**src/sv/leb_pkg.sv**
```systemverilog
// Shared types and constants for the line edit buffer.
// No dependencies; imported by every module of the block.
package leb_pkg;

  localparam int BUFFER_DEPTH_DEF = 64;
  localparam int CW               = 7;
  localparam int CHW              = 8;

  localparam logic [CW-1:0]  CAP_RESET = 7'd64;
  localparam logic [CHW-1:0] CHAR_MIN  = 8'h20;

  typedef enum logic [2:0] {
    ACT_INSERT    = 3'd0,
    ACT_BACKSPACE = 3'd1,
    ACT_LEFT      = 3'd2,
    ACT_RIGHT     = 3'd3,
    ACT_CLEAR     = 3'd4,
    ACT_READ      = 3'd5
  } action_t;

  typedef enum logic [1:0] {
    ST_DONE     = 2'd0,
    ST_NOCHANGE = 2'd1,
    ST_CONTROL  = 2'd2
  } status_t;

  typedef enum logic [2:0] {
    S_IDLE,
    S_SHR,
    S_SHL,
    S_READ,
    S_EMIT
  } fsm_t;

  typedef struct packed {
    logic           valid;
    status_t        status;
    logic [CW-1:0]  cursor;
    logic [CW-1:0]  length;
    logic [CHW-1:0] ch;
    logic           chv;
    logic           last;
  } emit_t;

endpackage

```
**src/sv/leb_if.sv**
```systemverilog
// Valid/ready channel interfaces for the line edit buffer.
// Depends on nothing; used by the top level.
interface leb_in_if ();
  logic       valid;
  logic       ready;
  logic [2:0] action;
  logic [7:0] char_in;

  modport source (output valid, output action, output char_in, input ready);
  modport sink (input valid, input action, input char_in, output ready);
endinterface

interface leb_out_if ();
  logic       valid;
  logic       ready;
  logic [1:0] status;
  logic [6:0] cursor_pos;
  logic [6:0] line_length;
  logic [7:0] out_char;
  logic       char_valid;
  logic       last;

  modport source (output valid, output status, output cursor_pos, output line_length,
                  output out_char, output char_valid, output last, input ready);
  modport sink (input valid, input status, input cursor_pos, input line_length,
                input out_char, input char_valid, input last, output ready);
endinterface

```
**src/sv/line_edit_buffer.sv**
```systemverilog
// Top level of the line edit buffer: capacity register, result register,
// sequencer and line memory. Depends on leb_pkg, leb_if, leb_ctrl, leb_store.
//
//   channel  dir  handshake    payload
//   in_ch    in   valid/ready  action[2:0], char_in[7:0]
//   out_ch   out  valid/ready  status, cursor_pos, line_length, out_char,
//                              char_valid, last
//   cfg      in   cfg_we       cfg_wdata[6:0] -> capacity
//
// One word at a time. Left, right, clear, refused inserts and empty reads go from decode to the result.
// Insert and backspace first shift the entries between cursor and end of line, then give the result,
// moving one entry per cycle through the memory read and write ports.
// Read: one character per cycle from the memory read port while the output register is free.
// A stalled result holds in the output register; the sequencer waits on it.
// Reset (synchronous, rst_n low) empties the line and sets capacity to 64.
module line_edit_buffer import leb_pkg::*; #(
  parameter int BUFFER_DEPTH = BUFFER_DEPTH_DEF
) (
  input  logic          clk,
  input  logic          rst_n,
  leb_in_if.sink        in_ch,
  leb_out_if.source     out_ch,
  input  logic          cfg_we,
  input  logic [CW-1:0] cfg_wdata
);

  localparam int AW = $clog2(BUFFER_DEPTH);

  logic [CW-1:0]  cap_r;
  logic           out_valid_r, out_valid_nxt;
  emit_t          out_r;
  emit_t          emit;
  logic           out_free;
  logic           mem_we;
  logic [AW-1:0]  mem_waddr;
  logic [CHW-1:0] mem_wdata;
  logic           mem_re;
  logic [AW-1:0]  mem_raddr;
  logic [CHW-1:0] mem_rdata;

  always_ff @(posedge clk) begin
    if (!rst_n) begin
      cap_r <= CAP_RESET;
    end else if (cfg_we) begin
      cap_r <= cfg_wdata;
    end
  end

  assign out_free = !out_valid_r || out_ch.ready;

  always_comb begin
    out_valid_nxt = out_valid_r;
    if (emit.valid) begin
      out_valid_nxt = 1'b1;
    end else if (out_ch.ready) begin
      out_valid_nxt = 1'b0;
    end
  end

  always_ff @(posedge clk) begin
    if (!rst_n) begin
      out_valid_r <= 1'b0;
    end else begin
      out_valid_r <= out_valid_nxt;
    end
  end

  always_ff @(posedge clk) begin
    if (emit.valid) begin
      out_r <= emit;
    end
  end

  assign out_ch.valid       = out_valid_r;
  assign out_ch.status      = out_r.status;
  assign out_ch.cursor_pos  = out_r.cursor;
  assign out_ch.line_length = out_r.length;
  assign out_ch.out_char    = out_r.ch;
  assign out_ch.char_valid  = out_r.chv;
  assign out_ch.last        = out_r.last;

  leb_ctrl #(
    .DEPTH(BUFFER_DEPTH)
  ) u_ctrl (
    .clk      (clk),
    .rst_n    (rst_n),
    .in_valid (in_ch.valid),
    .in_action(in_ch.action),
    .in_char  (in_ch.char_in),
    .in_ready (in_ch.ready),
    .cap      (cap_r),
    .out_free (out_free),
    .emit     (emit),
    .mem_we   (mem_we),
    .mem_waddr(mem_waddr),
    .mem_wdata(mem_wdata),
    .mem_re   (mem_re),
    .mem_raddr(mem_raddr),
    .mem_rdata(mem_rdata)
  );

  leb_store #(
    .DEPTH(BUFFER_DEPTH)
  ) u_store (
    .clk    (clk),
    .we     (mem_we),
    .waddr  (mem_waddr),
    .wdata  (mem_wdata),
    .re     (mem_re),
    .raddr  (mem_raddr),
    .rdata_r(mem_rdata)
  );

  a_emit_slot_free: assert property (@(posedge clk) disable iff (!rst_n)
    emit.valid |-> out_free)
    else $error("result produced while output register is occupied");

  a_busy_after_accept: assert property (@(posedge clk) disable iff (!rst_n)
    (in_ch.valid && in_ch.ready) |=> !in_ch.ready)
    else $error("word accepted while previous word still in progress");

  a_cursor_in_line: assert property (@(posedge clk) disable iff (!rst_n)
    emit.valid |-> (emit.cursor <= emit.length) && (emit.length <= CW'(BUFFER_DEPTH)))
    else $error("cursor or length out of range");

  a_single_result_last: assert property (@(posedge clk) disable iff (!rst_n)
    (emit.valid && !emit.chv) |-> emit.last)
    else $error("non-character result not marked last");

endmodule

```
**src/sv/leb_store.sv**
```systemverilog
// Line character memory: one write port, one read port with registered data.
// Depends on leb_pkg.
module leb_store import leb_pkg::*; #(
  parameter int DEPTH = BUFFER_DEPTH_DEF,
  localparam int AW = $clog2(DEPTH)
) (
  input  logic           clk,
  input  logic           we,
  input  logic [AW-1:0]  waddr,
  input  logic [CHW-1:0] wdata,
  input  logic           re,
  input  logic [AW-1:0]  raddr,
  output logic [CHW-1:0] rdata_r
);

  logic [CHW-1:0] mem [DEPTH];

  always_ff @(posedge clk) begin
    if (we) begin
      mem[waddr] <= wdata;
    end
  end

  always_ff @(posedge clk) begin
    if (re) begin
      rdata_r <= mem[raddr];
    end
  end

endmodule

```
**src/sv/leb_ctrl.sv**
```systemverilog
// Edit sequencer: decodes actions, moves one memory entry per cycle for
// insert and backspace, and streams the line out on read. Depends on leb_pkg.
module leb_ctrl import leb_pkg::*; #(
  parameter int DEPTH = BUFFER_DEPTH_DEF,
  localparam int AW = $clog2(DEPTH)
) (
  input  logic           clk,
  input  logic           rst_n,
  input  logic           in_valid,
  input  logic [2:0]     in_action,
  input  logic [CHW-1:0] in_char,
  output logic           in_ready,
  input  logic [CW-1:0]  cap,
  input  logic           out_free,
  output emit_t          emit,
  output logic           mem_we,
  output logic [AW-1:0]  mem_waddr,
  output logic [CHW-1:0] mem_wdata,
  output logic           mem_re,
  output logic [AW-1:0]  mem_raddr,
  input  logic [CHW-1:0] mem_rdata
);

  localparam logic [CW-1:0] DEPTH_W = CW'(DEPTH);

  fsm_t           state_r, state_nxt;
  logic [CW-1:0]  cursor_r, cursor_nxt;
  logic [CW-1:0]  length_r, length_nxt;
  logic [CW-1:0]  idx_r, idx_nxt;
  logic [CW-1:0]  waddr_r, waddr_nxt;
  logic           pend_r, pend_nxt;
  status_t        status_r, status_nxt;
  logic [CHW-1:0] char_r, char_nxt;
  logic [CW-1:0]  cap_eff;
  logic [CW-1:0]  idx_dec;

  assign cap_eff = (cap > DEPTH_W) ? DEPTH_W : cap;
  assign idx_dec = idx_r - 1'b1;

  always_ff @(posedge clk) begin
    if (!rst_n) begin
      state_r  <= S_IDLE;
      cursor_r <= '0;
      length_r <= '0;
      pend_r   <= 1'b0;
    end else begin
      state_r  <= state_nxt;
      cursor_r <= cursor_nxt;
      length_r <= length_nxt;
      pend_r   <= pend_nxt;
    end
  end

  always_ff @(posedge clk) begin
    idx_r    <= idx_nxt;
    waddr_r  <= waddr_nxt;
    status_r <= status_nxt;
    char_r   <= char_nxt;
  end

  always_comb begin
    state_nxt   = state_r;
    cursor_nxt  = cursor_r;
    length_nxt  = length_r;
    idx_nxt     = idx_r;
    waddr_nxt   = waddr_r;
    pend_nxt    = pend_r;
    status_nxt  = status_r;
    char_nxt    = char_r;
    in_ready    = 1'b0;
    mem_we      = 1'b0;
    mem_waddr   = waddr_r[AW-1:0];
    mem_wdata   = mem_rdata;
    mem_re      = 1'b0;
    mem_raddr   = idx_r[AW-1:0];
    emit        = '0;
    emit.cursor = cursor_r;
    emit.length = length_r;
    emit.status = status_r;

    unique case (state_r)
      S_IDLE: begin
        in_ready = 1'b1;
        if (in_valid) begin
          char_nxt   = in_char;
          pend_nxt   = 1'b0;
          status_nxt = ST_DONE;
          state_nxt  = S_EMIT;
          unique case (in_action)
            ACT_INSERT: begin
              if (in_char < CHAR_MIN) begin
                status_nxt = ST_CONTROL;
              end else if (length_r >= cap_eff) begin
                status_nxt = ST_NOCHANGE;
              end else begin
                idx_nxt   = length_r;
                state_nxt = S_SHR;
              end
            end
            ACT_BACKSPACE: begin
              if (cursor_r == '0) begin
                status_nxt = ST_NOCHANGE;
              end else begin
                idx_nxt   = cursor_r;
                state_nxt = S_SHL;
              end
            end
            ACT_LEFT: begin
              if (cursor_r == '0) begin
                status_nxt = ST_NOCHANGE;
              end else begin
                cursor_nxt = cursor_r - 1'b1;
              end
            end
            ACT_RIGHT: begin
              if (cursor_r >= length_r) begin
                status_nxt = ST_NOCHANGE;
              end else begin
                cursor_nxt = cursor_r + 1'b1;
              end
            end
            ACT_CLEAR: begin
              cursor_nxt = '0;
              length_nxt = '0;
            end
            ACT_READ: begin
              if (length_r != '0) begin
                mem_re    = 1'b1;
                mem_raddr = '0;
                idx_nxt   = CW'(1);
                state_nxt = S_READ;
              end
            end
            default: begin
              status_nxt = ST_NOCHANGE;
            end
          endcase
        end
      end

      S_SHR: begin
        if (pend_r) begin
          mem_we = 1'b1;
        end
        if (idx_r > cursor_r) begin
          mem_re    = 1'b1;
          mem_raddr = idx_dec[AW-1:0];
          waddr_nxt = idx_r;
          pend_nxt  = 1'b1;
          idx_nxt   = idx_dec;
        end else begin
          pend_nxt = 1'b0;
          if (!pend_r) begin
            mem_we     = 1'b1;
            mem_waddr  = cursor_r[AW-1:0];
            mem_wdata  = char_r;
            cursor_nxt = cursor_r + 1'b1;
            length_nxt = length_r + 1'b1;
            state_nxt  = S_EMIT;
          end
        end
      end

      S_SHL: begin
        if (pend_r) begin
          mem_we = 1'b1;
        end
        if (idx_r < length_r) begin
          mem_re    = 1'b1;
          mem_raddr = idx_r[AW-1:0];
          waddr_nxt = idx_dec;
          pend_nxt  = 1'b1;
          idx_nxt   = idx_r + 1'b1;
        end else begin
          pend_nxt = 1'b0;
          if (!pend_r) begin
            cursor_nxt = cursor_r - 1'b1;
            length_nxt = length_r - 1'b1;
            state_nxt  = S_EMIT;
          end
        end
      end

      S_READ: begin
        if (out_free) begin
          emit.valid  = 1'b1;
          emit.status = ST_DONE;
          emit.ch     = mem_rdata;
          emit.chv    = 1'b1;
          emit.last   = (idx_r == length_r);
          if (idx_r == length_r) begin
            state_nxt = S_IDLE;
          end else begin
            mem_re  = 1'b1;
            idx_nxt = idx_r + 1'b1;
          end
        end
      end

      S_EMIT: begin
        if (out_free) begin
          emit.valid = 1'b1;
          emit.last  = 1'b1;
          state_nxt  = S_IDLE;
        end
      end

      default: begin
        state_nxt = S_IDLE;
      end
    endcase
  end

endmodule
```
**src/flat_wrapper.sv**
```systemverilog
// flat-port wrapper written by rule: the top's interface ports become plain ports
module line_edit_buffer_flat import leb_pkg::*;
#(
  parameter int BUFFER_DEPTH = BUFFER_DEPTH_DEF
)
  (clk, rst_n, cfg_we, cfg_wdata, in_ch_valid, in_ch_action, in_ch_char_in, in_ch_ready, out_ch_valid, out_ch_status, out_ch_cursor_pos, out_ch_line_length, out_ch_out_char, out_ch_char_valid, out_ch_last, out_ch_ready);
  leb_in_if in_ch_i ();
  leb_out_if out_ch_i ();
  input  logic clk;
  input  logic rst_n;
  input  logic cfg_we;
  input  logic [CW-1:0] cfg_wdata;
  input wire logic [$bits(in_ch_i.valid)-1:0] in_ch_valid;
  input wire logic [$bits(in_ch_i.action)-1:0] in_ch_action;
  input wire logic [$bits(in_ch_i.char_in)-1:0] in_ch_char_in;
  output wire logic [$bits(in_ch_i.ready)-1:0] in_ch_ready;
  output wire logic [$bits(out_ch_i.valid)-1:0] out_ch_valid;
  output wire logic [$bits(out_ch_i.status)-1:0] out_ch_status;
  output wire logic [$bits(out_ch_i.cursor_pos)-1:0] out_ch_cursor_pos;
  output wire logic [$bits(out_ch_i.line_length)-1:0] out_ch_line_length;
  output wire logic [$bits(out_ch_i.out_char)-1:0] out_ch_out_char;
  output wire logic [$bits(out_ch_i.char_valid)-1:0] out_ch_char_valid;
  output wire logic [$bits(out_ch_i.last)-1:0] out_ch_last;
  input wire logic [$bits(out_ch_i.ready)-1:0] out_ch_ready;
  assign in_ch_i.valid = in_ch_valid;
  assign in_ch_i.action = in_ch_action;
  assign in_ch_i.char_in = in_ch_char_in;
  assign in_ch_ready = in_ch_i.ready;
  assign out_ch_valid = out_ch_i.valid;
  assign out_ch_status = out_ch_i.status;
  assign out_ch_cursor_pos = out_ch_i.cursor_pos;
  assign out_ch_line_length = out_ch_i.line_length;
  assign out_ch_out_char = out_ch_i.out_char;
  assign out_ch_char_valid = out_ch_i.char_valid;
  assign out_ch_last = out_ch_i.last;
  assign out_ch_i.ready = out_ch_ready;
  line_edit_buffer #(.BUFFER_DEPTH(BUFFER_DEPTH)) u_core (.clk(clk), .rst_n(rst_n), .in_ch(in_ch_i), .out_ch(out_ch_i), .cfg_we(cfg_we), .cfg_wdata(cfg_wdata));
endmodule
```
**config.mk**
```make
export PLATFORM = sky130hd
export DESIGN_NAME = line_edit_buffer_flat
export DESIGN_NICKNAME = d
export VERILOG_FILES = /design/src/sv/leb_pkg.sv /design/src/sv/leb_if.sv /design/src/sv/line_edit_buffer.sv /design/src/sv/leb_store.sv /design/src/sv/leb_ctrl.sv /design/src/flat_wrapper.sv
export SDC_FILE = /design/constraint.sdc
export NUM_CORES = 1
export LEC_CHECK = 0
export BUFFER_PORTS_ARGS = -buffer_cell sky130_fd_sc_hd__buf_2
export CORE_MARGIN = 8
export CORE_UTILIZATION = 65
export CTS_BUF_LIST = sky130_fd_sc_hd__clkbuf_4 sky130_fd_sc_hd__clkbuf_8
export CTS_CLUSTER_SIZE = 25
export DETAILED_ROUTE_END_ITERATION = 6
export HOLD_SLACK_MARGIN = 0.02
export PLACE_DENSITY = 0.81
export SETUP_SLACK_MARGIN = 0.02
export SLEW_MARGIN = 30
export SYNTH_ARGS = -nofsm -noshare
export SYNTH_HDL_FRONTEND = slang
export SYNTH_SLANG_ARGS = --single-unit
```
**constraint.sdc**
```tcl
create_clock -name clk -period 4.9 [get_ports clk]
set_clock_uncertainty 0.05 [all_clocks]
set_input_delay 0.49 -clock clk [delete_from_list [all_inputs] [get_ports clk]]
set_output_delay 0.49 -clock clk [all_outputs]
set_load 0.005 [all_outputs]
```
# Word-level counts from Yosys, hierarchy flattened

Memories as Yosys holds them, arrays and structs flattened. A register that Yosys moved wholly into a read port is not among the register bits.
Index checks and enable logic that the tools add are counted.

Input bits: 23
Memories: 1
Register bits after elaboration: 75
Bits in writable memories: 512
Output and inout port bits: 28
Word-level logic and storage cells: 164

Memories:

| name               | words | width | rd ports | clocked after memory_dff | wr ports | line            | source |
|---|---|---|---|---|---|---|---|
| u_core.u_store.mem | 64    | 8     | 1        | 1                        | 1        | leb_store.sv:16 | `logic [CHW-1:0] mem [DEPTH];` |

Eq/ne operators: 30
Mux-type cells: 85
Add/subtract/negate cells: 6
Magnitude comparators: 6
Reductions and logical operators: 20

Operators with widths:

| kind                | number |
|---|---|
| $mux 7              | 23 |
| $pmux 7 s3          | 4 |
| $mux 6              | 9 |
| $mux 3              | 12 |
| $pmux 7 s4          | 1 |
| $mux 8              | 3 |
| $pmux 6 s2          | 2 |
| $add 7x1->7 const B | 3 |
| $sub 7x1->7 const B | 3 |
| $mux 1              | 20 |
| $ne 2x2->1 const B  | 9 |
| $ne 3x3->1 const B  | 6 |
| $pmux 3 s5          | 1 |
| $ge 7x7->1          | 2 |
| $eq 3x2->1 const B  | 4 |
| $reduce_and 11->1   | 1 |
| $eq 3x3->1 const B  | 3 |
| $pmux 3 s3          | 1 |
| $reduce_and 9->1    | 1 |
| $lt 8x6->1 const B  | 1 |
| $ne 4x1->1 const B  | 2 |
| $pmux 2 s4          | 1 |
| $eq 7x7->1          | 1 |
| $gt 7x7->1          | 1 |
| 21 further kinds    | 33 |

# Depth between registers and ports, before layout

Depth after elaboration: 8
Gate-level depth with buffers: 17
Depth with buffers taken out: 13

# Hierarchy

From an unflattened synthesis, not the netlist that was laid out.

Cells, all modules: 1475
Area total of the unflattened synthesis: 25310.5 sq um

Modules (own cells, without submodules):

| module           | cells each | sequential area each (sq um) | area each (sq um) | instances |
|---|---|---|---|---|
| leb_store        | 972        | 15615.0                      | 20270.7           | 1 |
| leb_ctrl         | 451        | 1051.0                       | 3958.8            | 1 |
| line_edit_buffer | 52         | 940.9                        | 1081.0            | 1 |

# Worst setup path after synthesis

No wires, ideal clock.

Path type: reg2reg
Start point: reg u_core.u_ctrl.idx_r[0]
End point: mem u_core.u_store.mem[1][0] (enable)
Slack: 488 ps
Clock period less this slack: 4412 ps
Setup time: 395 ps
Data arrival time: 3967 ps
Buffers on the path: 5
Cell stages (with the launch flop): 15
Data required time: 4455 ps
Cell sequence: edfxtp_1 clkbuf_1 inv_1 clkbuf_1 ha_1 nand3b_1 a21oi_2 nor2_1 o21a_1 nand2b_1 buf_2 clkbuf_1 buf_2 o211ai_1 nor4_1

Longest elaborated chain between the ends: 5
Elaborated cells between the ends (all ways): 7
Those cells by class: order compare: 1; mux: 6

Ends and longest elaborated chain:

| item                         | line            | source |
|---|---|---|
| start, declared              | leb_ctrl.sv:29  | `logic [CW-1:0] idx_r, idx_nxt;` |
| start signal, assigned       | leb_ctrl.sv:55  | `idx_r <= idx_nxt;` |
| $gt 7x7->1 (*)               | leb_ctrl.sv:145 | `if (idx_r > cursor_r) begin` |
| $mux 1                       | leb_ctrl.sv:145 |  |
| $pmux 1 s2                   | leb_ctrl.sv:81  | `unique case (state_r)` |
| $mux 1                       | leb_store.sv:19 | `if (we) begin` |
| $mux 1 (not written as such) | leb_store.sv:20 | `mem[waddr] <= wdata;` |
| end, declared                | leb_store.sv:16 |  |

Mark *: on every way between the ends. The rest lies on a longest branch, timed or not.

# Worst setup path in the final report

Start point: reg u_core.u_ctrl.cursor_r[3]
End point: mem u_core.u_store.mem[52][7] (enable)

Longest elaborated chain between the ends: 5
Elaborated cells between the ends (all ways): 8
Those cells by class: order compare: 1; mux: 7

Ends and longest elaborated chain:

| item                         | line            | source |
|---|---|---|
| start, declared              | leb_ctrl.sv:27  | `logic [CW-1:0] cursor_r, cursor_nxt;` |
| start signal, assigned       | leb_ctrl.sv:48  | `cursor_r <= cursor_nxt;` |
| $gt 7x7->1                   | leb_ctrl.sv:145 |  |
| $mux 1                       | leb_ctrl.sv:145 |  |
| $pmux 1 s2                   | leb_ctrl.sv:81  |  |
| $mux 1                       | leb_store.sv:19 |  |
| $mux 1 (not written as such) | leb_store.sv:20 |  |

Several ways; a longest one is shown, not always the timed one.

==> impl_results.md <==
* Layout Area Growth over Synthesis at 12.42%
* DP HPWL at 44260 um
* Clock Latency Late Sink at between 0.6 and 0.7 ns
* Largest family of logic cells by synthesized area: simple AND/OR/NAND/NOR gates
* Flops & latches, synth at a little under 600
* CP startpoint kind: flip-flop
* Cts bufs inserted at between 90 and 100
* CP Class: flip-flop to flip-flop
* Async set-reset flop share out of synthesis at 0
* Vias in the first global route at 16870
* Via count at 17770
* GPL Wtd Cong at around 0.98
* Mapped Area at between 0.02 and 0.03 mm^2
* Slowest CP cell: nor2_1
* Final Non-Filler Cells at between 2000 and 3000
* CP max stage delay at 0.77 ns
* Final #Nets at 2162
* Largest net degree at the start of global routing at 65
* Layout cells sized above 1 at 0.1638
* XOR/XNOR Fraction of Synth Area at 0.006079
* End of the critical path: u_core.u_store.mem[52][7]$_DFFE_PP_
* PD cells at 371.9 mW/mm^2
* Vias per cell at 6.585
* DIE AREA at around 0.047 mm^2
* Overflow after GRT at 0
* Drt drc at 0
* DRT iter0 DRCs at 2546
* Max-Cap Viols at 0
* CTS tree: yes
* Synth Area in Adders at 0.01862
* Drt total wl at 67910 um
* Clock Path Buffers at 3
* Placed cell count at 2516
* Slew HR at 0.3004
* Clock sinks at 595
* Routed len/inst at 25.16 um
* Initial cell density of the core at 0.6557
* Count leader, synth: edfxtp_1
* R2r endpoint: u_core.u_store.mem[52][7]$_DFFE_PP_
* Final setup violating endpoints at 0
* Hold WC Path Type: input port to flip-flop
* Synth top area cells: edfxtp_1 (66%), nand2_1 (4.8%), mux2i_1 (4.6%)
* Crit-path max FO at 13
* Crit path capture type: flip-flop
* Total Power at between 10000 and 15000 uW
* Tcrit/Tclk final at 0.9489
* Initial antenna violation count at 0
* Multi-input logic area at 0.007816 mm^2
* Critical path, cell by cell: clkinv_1 -> ha_1 -> nand4_1 -> a21oi_2 -> nor2_1 -> o21a_1 -> nand2b_1 -> mux2i_1 -> buf_4 -> nand2b_1 -> nor2_1
* Remaining antenna violation count after routing at 0
* Count of input and output buffers at 50
* F_max at around 220 MHz
* Yosys warnings at 0
* Status: finished clean
* Pre-CTS setup slack at between 0.07 and 0.08 ns
* First-pass GRT wire length at 102400 um
* Crit path depth at 11
* Multiplexer area fraction after synthesis at 0.05356
* Buf+Inv Stages, Crit Path at 2
* Flop2flop setup slack at about 0.25 ns
* CP top delay family: simple AND/OR/NAND/NOR gates
* FILL cells at 2486
* Number of detailed-route iterations in the first pass at 6
* Setup TNS at 0 ns
* Fin crit period at 4.650 ns
* CTS H-tree lvls at 3
* Req. time, crit path at about 5.1 ns
* Origin of the critical flop-to-flop path: u_core.u_ctrl.cursor_r[3]$_SDFFE_PN0P_
* RSZ-0062 raised after global routing: yes
* Top cell type's share of synthesized area at 0.6589
* # diodes at 0
* Synth Net Count at 2025
* Io pins at 51
* Critical path arrival at 4.89 ns
* Post-layout util at 0.7371
* Syn avg cell area at 13.20 um^2
* Clock-pin slew on the worst setup and hold paths at 0.07 ns
* Simple-gate portion of the synthesized area at 0.1268
* Final hold vios at 0
* Worst-Margin Slew at 1.040 ns
* Die X at between 200 and 250 um
* Core area at 0.03955 mm^2
* Final setup margin at 0.2504 ns
* Top cells by count, synth: edfxtp_1 (569), nand2_1 (334), nor2_1 (127)
* Register area at 0.01761 mm^2
* EDFF count, synth at 569
* Cell variety after synth at a little under 80
* Primary FF master, synth: edfxtp_1
* Die Y at 215.7 um
* Leakage power at slightly above 0.01 uW
* Num rows at 73
* Total track usage at 0.2864
* Peak VDD IR at 0.3167 mV
* Critical Path Source: u_core.u_ctrl.cursor_r[3]$_SDFFE_PN0P_
* Reg2reg path depth at 11
* Root Buffer: clkbuf_8
* Gate Count Post-Synth at 1964
* Synth area leader: edfxtp_1
* Register area share after synthesis at 0.6790
* Compound-Gate Fraction of Synth Area at 0.09037
* Slew Limit Fails at 0
==> power breakdown <==
group | total (uW) | leakage [uW] | internal, uW | switching, uW
clock | 4250 | 0.000976 | 2320 | 1930
sequential | 5600 | 0.00535 | 5570 | 30.1
combinational | 984 | 0.00395 | 339 | 645
total | 10800 | 0.0103 | 8240 | 2600
==> final cells by class <==
cell class | count | area share
sequential | 595 | 0.6039
multi-input combinational | 1230 | 0.2681
clock buffer | 123 | 0.05185
timing repair buffer | 149 | 0.03691
tap | 525 | 0.02253
clock inverter | 44 | 0.01240
inverter | 33 | 0.004249
==> what timing repair did <==
| item | in CTS | in global routing |
|---|---|---|
| endpoints found under the hold margin | 14 | 0 |
| gates resized for setup | 0 | 29 |
| hold buffers | 15 | 0 |
| endpoints found under the setup margin | 0 | 255 |
| buffers inserted | 0 | 1 |
==> placed cells by master, fill, tap and decap left out, drive strengths merged, types with 17 or more instances in the layout <==
master / netlist / routed
a2111oi: 19 / 19
a21oi: 56 / 56
a221oi: 19 / 19
a31oi: 38 / 38
a32o: 28 / 28
a32oi: 19 / 19
and3: 35 / 35
buf: 65 / 134
clkbuf: 41 / 123
clkinv: 1 / 35
dfxtp: 26 / 26
edfxtp: 569 / 569
ha: 37 / 37
inv: 32 / 33
mux2i: 121 / 121
nand2: 337 / 337
nand2b: 17 / 17
nand3: 69 / 69
nand4: 26 / 26
nor2: 128 / 128
nor3: 47 / 47
o21ai: 38 / 38
==> worst min-delay path, stage by stage <==
cell	delay, ns
buf_2	0.08
mux2i_1	0.07
nor2_1	0.09
==> cell families after synthesis <==
kind of cell               count (synthesis)
buffers and inverters                    139
muxes                                    135
DFF                                      595
AOI/OAI and AO/OA                        316
adders and majority gates                 38
xor gates and xnor gates                  18
and+or+nand+nor                          723
==> per-stage QoR <==
step                instance area (um^2)  hold WS (ns)
floorplan                          25930        0.3823
global placement                   26980        0.4195
detailed placement                 27010        0.4400
CTS                                29040       0.02620
global route                       29150       0.06720
finish                             29150       0.07273
==> worst min path at each step <==
stage / startpoint / endpoint / slack, ns / depth (start not counted)
6_report: cfg_wdata[5] / u_core.cap_r[5]$_SDFFE_PN0P_ / 0.07 / 3
3_3_place_gp: u_core.cap_r[0]$_SDFFE_PN0P_ / u_core.cap_r[0]$_SDFFE_PN0P_ / 0.42 / 2
3_5_place_dp: u_core.cap_r[4]$_SDFFE_PN0P_ / u_core.cap_r[4]$_SDFFE_PN0P_ / 0.44 / 2
4_1_cts: cfg_wdata[5] / u_core.cap_r[5]$_SDFFE_PN0P_ / 0.03 / 3
5_1_grt: rst_n / u_core.u_ctrl.state_r[2]$_SDFFE_PN0P_ / 0.07 / 2
2_1_floorplan: u_core.u_ctrl.cursor_r[2]$_SDFFE_PN0P_ / u_core.out_ch.cursor_pos[2]$_DFFE_PP_ / 0.38 / 0
==> registers in the layout, indices dropped and copies added (netlist names) <==
signal and flops:
u_core.cap_r 7, u_core.out_ch.char_valid 1, u_core.out_ch.cursor_pos 7, u_core.out_ch.last 1, u_core.out_ch.line_length 7, u_core.out_ch.out_char 8
u_core.out_ch.status 2, u_core.out_ch.valid 1, u_core.u_ctrl.char_r 8, u_core.u_ctrl.cursor_r 7, u_core.u_ctrl.idx_r 7, u_core.u_ctrl.length_r 7
u_core.u_ctrl.pend_r 1, u_core.u_ctrl.state_r 3, u_core.u_ctrl.status_r 2, u_core.u_ctrl.waddr_r 6, u_core.u_store.mem 512, u_core.u_store.rdata_r 8
==> layer usage <==
layer / wire length, um / global-route usage / part of all wire / up-vias
met4: 2599 / 0.1171 / 0.038 / 0
met2: 31290 / 0.4428 / 0.46 / 1256
met3: 8168 / 0.06420 / 0.12 / 183
met5: 0 / 0 / 0 / -
li1: - / - / - / 7747
met1: 25850 / 0.3924 / 0.38 / 8587
Note: power is estimated with default switching activity, not from simulation.
